==> src/design/ioir_pkg.sv <==
`timescale 1ns / 1ps
// Shared types, codes and sizing constants of the I/O interrupt redirector.
// No dependencies; every other design file but ioir_ram refers to it by scoped names.
package ioir_pkg;

  localparam int TABLE_ENTRIES = 24;
  localparam int NUM_GUESTS    = 4;
  localparam int TBL_DEPTH     = NUM_GUESTS * TABLE_ENTRIES;
  localparam int IDX_W         = (TABLE_ENTRIES > 1) ? $clog2(TABLE_ENTRIES) : 1;
  localparam int GUEST_W       = (NUM_GUESTS > 1) ? $clog2(NUM_GUESTS) : 1;
  localparam int ADDR_W        = (TBL_DEPTH > 1) ? $clog2(TBL_DEPTH) : 1;
  localparam int ENTRY_W       = 64;
  localparam int CFG_IDX_W     = 2;

  typedef logic [IDX_W-1:0]   idx_t;
  typedef logic [GUEST_W-1:0] guest_idx_t;
  typedef logic [ADDR_W-1:0]  tbl_addr_t;
  typedef logic [ENTRY_W-1:0] entry_t;

  typedef enum logic [1:0] {
    REQ_READ  = 2'd0,
    REQ_WRITE = 2'd1,
    REQ_RAISE = 2'd2,
    REQ_LOWER = 2'd3
  } req_t;

  typedef enum logic [1:0] {
    ST_OK          = 2'd0,
    ST_BAD_OFFSET  = 2'd1,
    ST_UNDEF_REG   = 2'd2,
    ST_LOWEST_PHYS = 2'd3
  } status_t;

  localparam logic [4:0] OFF_INDEX  = 5'd0;
  localparam logic [4:0] OFF_WINDOW = 5'd16;

  localparam logic [7:0] SEL_ID       = 8'h00;
  localparam logic [7:0] SEL_VERSION  = 8'h01;
  localparam logic [7:0] SEL_ARB      = 8'h02;
  localparam logic [7:0] SEL_TBL_BASE = 8'h10;

  localparam logic [2:0] MODE_LOWEST = 3'd1;
  localparam logic [2:0] MODE_EXTINT = 3'd7;
  localparam logic [7:0] DEST_BROADCAST = 8'hFF;

  localparam logic [CFG_IDX_W-1:0] CFG_INITIAL_ID = 2'd0;
  localparam logic [CFG_IDX_W-1:0] CFG_VERSION    = 2'd1;

  localparam logic [7:0]  VERSION_RESET     = 8'd17;
  localparam logic [15:0] VERSION_MAX_ENTRY = 16'(TABLE_ENTRIES - 1);

  // entry layout
  localparam int E_MODE_LO = 8;
  localparam int E_DMODE   = 11;
  localparam int E_POL     = 13;
  localparam int E_TRIG    = 15;
  localparam int E_MASK    = 16;
  localparam int E_DEST_LO = 56;

  localparam entry_t ENTRY_RESET = entry_t'(1) << E_MASK;

  typedef struct packed {
    logic load;
    logic lookup;
    logic exec;
  } cmd_t;

endpackage

==> src/design/ioir_ctrl.sv <==
`timescale 1ns / 1ps
// Sequencer of the redirector: accept, table lookup, execute, present result.
// Uses ioir_pkg for the command struct.
module ioir_ctrl (
  input  logic           clk,
  input  logic           rst_n,
  input  logic           in_valid,
  output logic           in_stall,
  output logic           out_valid,
  input  logic           out_stall,
  output logic           cfg_ready,
  output ioir_pkg::cmd_t cmd
);

  typedef enum logic [3:0] {
    S_IDLE = 4'b0001,
    S_LOOK = 4'b0010,
    S_EXEC = 4'b0100,
    S_OUT  = 4'b1000
  } state_t;

  state_t state_r, state_nxt;

  always_comb begin
    state_nxt = state_r;
    unique case (state_r)
      S_IDLE: if (in_valid) state_nxt = S_LOOK;
      S_LOOK: state_nxt = S_EXEC;
      S_EXEC: state_nxt = S_OUT;
      S_OUT:  if (!out_stall) state_nxt = S_IDLE;
      default: state_nxt = S_IDLE;
    endcase
  end

  always_ff @(posedge clk) begin
    if (!rst_n) begin
      state_r <= S_IDLE;
    end else begin
      state_r <= state_nxt;
    end
  end

  assign in_stall   = (state_r != S_IDLE);
  assign cfg_ready  = (state_r == S_IDLE);
  assign out_valid  = (state_r == S_OUT);
  assign cmd.load   = (state_r == S_IDLE) && in_valid;
  assign cmd.lookup = (state_r == S_LOOK);
  assign cmd.exec   = (state_r == S_EXEC);

endmodule

==> config.mk <==
export PLATFORM = sky130hd
export DESIGN_NAME = ioir_ctrl
export DESIGN_NICKNAME = d
export VERILOG_FILES = /design/src/design/ioir_pkg.sv /design/src/design/ioir_ctrl.sv
export SDC_FILE = /design/constraint.sdc
export NUM_CORES = 1
export LEC_CHECK = 0
export ABC_CLOCK_PERIOD_IN_PS = 1200
export BUFFER_PORTS_ARGS = -buffer_cell sky130_fd_sc_hd__buf_2
export CORE_AREA = 5 5 42 44
export CTS_CLUSTER_DIAMETER = 40
export CTS_CLUSTER_SIZE = 40
export DETAILED_ROUTE_END_ITERATION = 6
export DIE_AREA = 0 0 47 49
export GPL_TIMING_DRIVEN = 0
export PLACE_DENSITY_LB_ADDON = 0.1
export SLEW_MARGIN = 20
export SYNTH_ARGS = -nofsm -noshare
export SYNTH_HDL_FRONTEND = slang
export SYNTH_SLANG_ARGS = --single-unit
==> constraint.sdc <==
create_clock -name clk -period 1.2 [get_ports clk]
set_input_delay 0.36 -clock clk [delete_from_list [all_inputs] [get_ports clk]]
set_output_delay 0.36 -clock clk [all_outputs]
set_load 0.01 [all_outputs]
---- After elaboration in Yosys (flattened, before gate mapping) ----
Cells that the tools add are included.
storage, ports and cells
  bits in registers ....................... 4
  input bits .............................. 4
  output and inout bits ................... 6
  word-level logic and storage cells ...... 13
cells by class
  equality and inequality tests ........... 7
  multiplexer cells ....................... 3
  reductions and logical operators ........ 2
operators with widths
  kind                                                   count
  case mux 4 bit (4 select lines)                        1
  2-to-1 mux 4 bit                                       2
  equality test 4 x 1 -> 1 bit, second input constant    1
  equality test 4 x 2 -> 1 bit, second input constant    1
  equality test 4 x 3 -> 1 bit, second input constant    1
  equality test 4 bit, second input constant             1
  inequality test 2 bit, second input constant           2
  inequality test 4 x 1 -> 1 bit, second input constant  1
  AND reduction 2 bit                                    1
  logical AND 1 bit                                      1

---- Depth between registers and ports, before layout ----
Gate-level depths: netlist of run 1.
  word-level depth ........................ 3
  mapped depth ............................ 3
  depth with buffers taken out ............ 3

---- Worst setup path before layout of run 1 ----
OpenSTA, ideal clock, no wires.
  path kind ............................... flip-flop to output port
  start ................................... register state_r[3]
  end ..................................... output port cmd[2] in the netlist's numbering
  arrival ................................. 0.906 ns
  data required time ...................... 0.840 ns
  setup slack ............................. -0.066 ns
  stages on the path, launching flop included .. 4
  path buffers ............................ 0
  cell sequence ........................... dfxtp_1 nor2_1 and3_1 and2_1
RTL lines
  element                 RTL line         RTL
  from (decl)             ioir_ctrl.sv:22  state_t state_r, state_nxt;
  from (signal assigned)  ioir_ctrl.sv:39  state_r <= state_nxt;
  to (decl)               ioir_ctrl.sv:12  output ioir_pkg::cmd_t cmd

==> results of run 1 <==
[what timing repair did]
| item | CTS | global route |
|---|---|---|
| pin swaps | 4 | 0 |
| endpoints found under the setup margin | 6 | 6 |
| gates cloned | 0 | 0 |
| gates resized for setup | 11 | 1 |
[Yosys cell counts (all sizes together)]
master   instances
a2111oi          1
a31oi            1
and2             2
and3             2
buf              1
dfxtp            4
inv              3
nand2b           1
nand3b           2
nor2             1
nor3             1
nor4             1
nor4b            1
o21ai            1
[critical path: cells and delay by family, from the launching register on]
kind	cells	cell delay [ns]
flops	1	0.36
simple gates	3	0.44
buf+inv	1	0.09
[layout by cell type (no fill, tap or decap)]
master     count
inv_2          1
and3_1         1
nor4b_1        1
inv_1          2
and2_4         1
dfxtp_4        4
nor3_2         1
nand2b_1       1
clkbuf_4       3
nand3b_4       1
buf_6          1
nor2_4         1
nor4_4         1
buf_2          8
a2111oi_4      1
and3_4         1
and2_1         1
nand3b_1       1
o21ai_0        1
a31oi_1        1
[layout make-up]
type                       instances  area (sq um)
clock buffer                       3         22.52
fill                             167          1045
inverter                           3         11.26
multi-input combinational         14         156.4
sequential                         4         95.09
tap                               16         20.02
timing repair buffer               9         51.30
[per-layer routing]
layer	wire (um)	vias to the layer above	part of all wire
li1	-	101	-
met1	200	96	0.38
met2	265	13	0.50
met3	59	0	0.11
met4	0	0	0
met5	0	-	0
[worst paths after layout]
| kind | start | endpoint | slack, ns | cells past startpoint |
|---|---|---|---|---|
| setup / recovery | state_r[2]$_SDFFE_PN0P_ | cmd[2] | -0.28 | 4 |
| hold / removal | rst_n | state_r[0]$_SDFFE_PN1P_ | 0.38 | 2 |
| setup reg to reg | state_r[3]$_SDFFE_PN0P_ | state_r[0]$_SDFFE_PN1P_ | 0.09 | 3 |
| hold reg to reg | state_r[1]$_SDFFE_PN0P_ | state_r[3]$_SDFFE_PN0P_ | 0.47 | 1 |
[power by group through the flow]
stage	Clock, uW	Combinational [uW]	Sequential [uW]
detailed placement	0	55.2	153
floorplan	0	33.5	151
global placement	0	55.6	153
global route	176	69.9	149
finish	162	62.8	148
CTS	172	63.8	147
[kinds of logic after synthesis]
group / Yosys count / share of synthesized area
buffers and inverters: 4 / 0.08288
flip-flops: 4 / 0.3536
AO/OA/AOI/OAI: 3 / 0.1713
AND/OR/NAND/NOR: 11 / 0.3922
[stage by stage]
stage	cell area [sq um]	setup TNS, ns	std cells	power [uW]
after detailed placement	299.0	-0.3633	47	208.0
after global placement	299.0	-0.3634	47	208.5
after global routing	356.6	-1.686	49	395.1
after floorplan	234.0	-0.05171	22	184.2
after CTS	351.6	-1.446	49	383.0
final	356.6	-1.332	49	372.9
==> metrics.cfg, run 1 <==
[run_status]
status = finished, violations left
violations = negative setup slack

[die]
fp.dieW_um = 47
coreArea_sq_mm = 0.001401
row_count = 14
die_h_um = 49
die-area_sq_mm = 0.002303
initial_core_util = 0.1616
io_pins = 10

[clock_network]
cts_buffers = 3
path_clk_slew_ns = 0.03
cts_hold_buf = 0
htree_levels = 1
cts_buffer_depth = 2
clock_latency_ns = 0.23
cts-root-buf = clkbuf_4
cts_sinks = 4
cts_tree = built
post_cts_buffers = 0

[worst_setup_path]
crit_arrival_ns = 1.12
slowest_stage = dfxtp_4
cp.required_ns = 0.84
worstPathMaxFanout = 5
critPathKind = reg -> out
startpoint_type = flop
critPathCaptureType = output pin
crit_chain = nor2_4 > and3_4 > and2_4 > buf_6
critPathMaxStageDelay_ns = 0.36

[layout]
final_core_util = 0.2545
drive_above_1_share = 0.7273
area_delta_synth_final_pct = 57.46
largest_reg_flops = 4
reg_top3 = state_r: 4 flops
layout.nets = 39
regMostFlops = state_r
antenna_cells = 0

[place]
place_ws_ns = -0.1447
hpwl_um = 399.6
routabilityCongestion = 0.7096
portBuffers = 9

[yosys]
netlist_area_sq_um = 226.5
yosysSeqAreaShare = 0.3536
synth_top_cell_area_share = 0.3536
yosysWarnings = 0
synth.avg_cell_area_sq_um = 10.29
netlist_top_cells_area = dfxtp_1 35%, a2111oi_4 12%, nand3b_4 8.8%
synth-seq-cells = 4
synth_top_cell_by_area = dfxtp_1
ys_types = 16
synthCells = 22
synth_nets = 26

[timing]
rsz0062_at_grt = yes
setup_violations = 6
worst_slack_ns = -0.2822
tightest_slew_ns = 0.2735
post-route-min-period_ns = 1.482
timing.fmax_mhz = 674.7
timing.slew.headroom = 0.8176
fin_crit_sh = 1.235
finalHoldWorstSlack_ns = 0.3821
drv_slew = 0
fin_worst_skew_ns = 0.006303
hold_viol_final = 0

[global_route]
grt_use_met2 = 0.07919
grt_pass1_wl_um = 972
gr-usage-met3 = 0.01476
groute.usage.overall = 0.05841
antenna_found_initial = 0
grt_max_degree = 8
grt-ovfl-total = 0
first_global_vias = 228
busiest_layer = met2
use_met1 = 0.07018

[routing]
first_pass_iters = 4
wl_per_cell_um = 10.71
drtIter0Drc = 1
postRouteAntennaNets = 0
post-route-drc-count = 0
num_vias = 210
postRouteWirelength_um = 525
drt-vias-per-instance = 4.286

[power_and_ir_drop]
internal-power_uw = 280.2
p_switching_uw = 92.72
sw_frac_of_total = 0.2487
p_leak_uw = 0.0001576
clockPowerShare = 0.435
power_density_mw_per_mm2 = 1046
ir_drop_v = 0.0004585
combPwrFrac = 0.168
seq_power_share = 0.397

[job]
maxCapViolCount = 0

[worst_hold_path]
worstHoldPathType = in -> reg

(Power assumes the default switching activity.)
==> inputs of run 2 (changes only) <==
CORE_AREA = 2 2 39 41   (was 5 5 42 44)
DIE_AREA = 0 0 41 43   (was 0 0 47 49)
==> run 2 against run 1 <==
  * The run still ends with negative setup slack left
  * First-iteration DRC count increased to 3.0 times the previous value
  * Core utilization is 4.0 points higher
  * Sequential share of layout area down 3.4 points
  * Critical endpoint unchanged
  * Largest power group unchanged
==> metrics.cfg, run 2 (same netlist as run 1, synthesis figures left out) <==
[run_status]
status = finished, violations left
violations = negative setup slack

[timing]
drv_slew = 0  ; unchanged
setup_violations = 6  ; unchanged
tightest_slew_ns = 0.2736  ; +0.00001407 ns
fin_worst_skew_ns = 0.0005922  ; -0.005711 ns
hold_viol_final = 0  ; unchanged
fin_crit_sh = 1.238  ; +0.002527
worst_slack_ns = -0.2853  ; -0.003032 ns
post-route-min-period_ns = 1.485  ; +0.003032 ns
timing.fmax_mhz = 673.3  ; -0.20%
timing.slew.headroom = 0.8176  ; about the same
rsz0062_at_grt = yes

[global_route]
first_global_vias = 207  ; -9.2%
grt_pass1_wl_um = 848  ; -13%
grt-ovfl-total = 0  ; unchanged
grt_max_degree = 8  ; unchanged
antenna_found_initial = 0  ; unchanged
groute.usage.overall = 0.07615  ; +0.01774

[die]
fp.dieW_um = 41  ; -13%
initial_core_util = 0.1637  ; +0.002046
die-area_sq_mm = 0.001763  ; -23%
die_h_um = 43  ; -12%
io_pins = 10  ; unchanged
row_count = 14  ; unchanged
coreArea_sq_mm = 0.001384  ; -1.2%

[worst_setup_path]
crit_chain = nor2_4 > and3_4 > and2_4 > buf_6
crit_arrival_ns = 1.13  ; about the same
worstPathMaxFanout = 5  ; unchanged
critPathMaxStageDelay_ns = 0.35  ; about the same
r2r_start = state_r[2]$_SDFFE_PN0P_
slowest_stage = dfxtp_4
critPathCaptureType = output pin
critPathKind = reg -> out
startpoint_type = flop
cp.required_ns = 0.84  ; about the same
crit_path_start = state_r[3]$_SDFFE_PN0P_

[layout]
final_cell_mix = 7 x buf_2, 4 x buf_4, 4 x dfxtp_4
layout_commonest_cell = buf_2
area_delta_synth_final_pct = 80.11
largest_reg_flops = 4  ; unchanged
drive_above_1_share = 0.7632  ; +0.03589
final_core_util = 0.2948  ; +0.04029
reg_top3 = state_r: 4 flops
antenna_cells = 0  ; unchanged
fin_cells = 54  ; +10%
layout.nets = 44  ; +13%
fillers = 159  ; -4.8%
regMostFlops = state_r
design_area_sq_um = 407.9  ; +14%

[routing]
wl_per_cell_um = 10.22  ; -4.6%
postRouteAntennaNets = 0  ; unchanged
drt-vias-per-instance = 4.056  ; -5.4%
num_vias = 219  ; +4.3%
postRouteWirelength_um = 552  ; +5.1%
first_pass_iters = 3  ; -1
drtIter0Drc = 3  ; +2
post-route-drc-count = 0  ; unchanged

[clock_network]
cts_sinks = 4  ; unchanged
cts_tree = built
cts_buffer_depth = 2  ; unchanged
htree_levels = 1  ; unchanged
cts-root-buf = clkbuf_4
cts_buffers = 3  ; unchanged
clock_latency_ns = 0.23  ; about the same
path_clk_slew_ns = 0.04  ; about the same
cts_hold_buf = 0  ; unchanged

[worst_hold_path]
worstHoldStart = rst_n
worstHoldPathType = in -> reg

[power_and_ir_drop]
ir_drop_v = 0.0004209  ; -8.2%
power_density_mw_per_mm2 = 977.0  ; -6.6%
p_leak_uw = 0.0001872  ; +19%
total_power_uw = 398.5  ; +6.9%

[place]
place_ws_ns = -0.1556  ; -0.01093 ns
routabilityCongestion = 0.6322  ; -11%
dp_cells = 47  ; unchanged
portBuffers = 9  ; unchanged
placed_cell_area_sq_um = 299.0  ; unchanged

[job]
maxCapViolCount = 0  ; unchanged

==> run 2: cell count changes in the layout (fill, tap and decap cells not counted), sizes merged <==
cell  change
buf       +5
==> run 2: worst max-delay path, delay by kind of cell (launching register included) <==
kind,cells,cell delay (ns)
flip-flops,1,0.35
AND/OR/NAND/NOR,3,0.46
buffers and inverters,1,0.09
==> run 2: layout make-up <==
| class | count | area, sq um | area share |
|---|---|---|---|
| Clock buffer | 3 | 22.52 | 0.05521 |
| Inverter | 3 | 13.76 | 0.03374 |
| Multi-Input combinational cell | 14 | 157.7 | 0.3865 |
| Sequential cell | 4 | 95.09 | 0.2331 |
| Tap cell | 16 | 20.02 | 0.04908 |
| Timing Repair Buffer | 14 | 98.84 | 0.2423 |
==> run 2: path summary, 6_finish.rpt <==
| path | endpoint | cells after the start | slack, ns |
|---|---|---|---|
| worst max register to register | state_r[0]$_SDFFE_PN1P_ | 4 | 0.07 |
| worst min-delay path | state_r[0]$_SDFFE_PN1P_ | 2 | 0.36 |
| worst max-delay path | cmd[2] | 4 | -0.29 |
| worst min register to register | state_r[3]$_SDFFE_PN0P_ | 1 | 0.51 |
==> run 2: stage by stage <==
stage | hold WS (ns) | setup TNS [ns]
floorplan | 0.4573 | -0.05171
global placement | 0.4835 | -0.3677
detailed placement | 0.4815 | -0.4156
CTS | 0.3576 | -1.570
global route | 0.3794 | -1.786
finish | 0.3590 | -1.451
==> run 2: repair_timing <==
item,in CTS,in global routing
hold endpoints to repair,0,0
setup buffers,3,2
endpoints found under the setup margin,6,7
pin swaps,4,2
gates resized for setup,9,6
==> run 2: power by group <==
group	switching [uW]	total [uW]	internal [uW]
clock network	58.2	170	112
registers	12.4	147	134
logic	33.4	81.5	48.1
==> run 2: layer usage <==
layer / wire length [um] / track usage
met5: 0 / 0
met4: 10 / 0.08000
met3: 40 / 0.03141
met2: 267 / 0.09688
met1: 233 / 0.08626
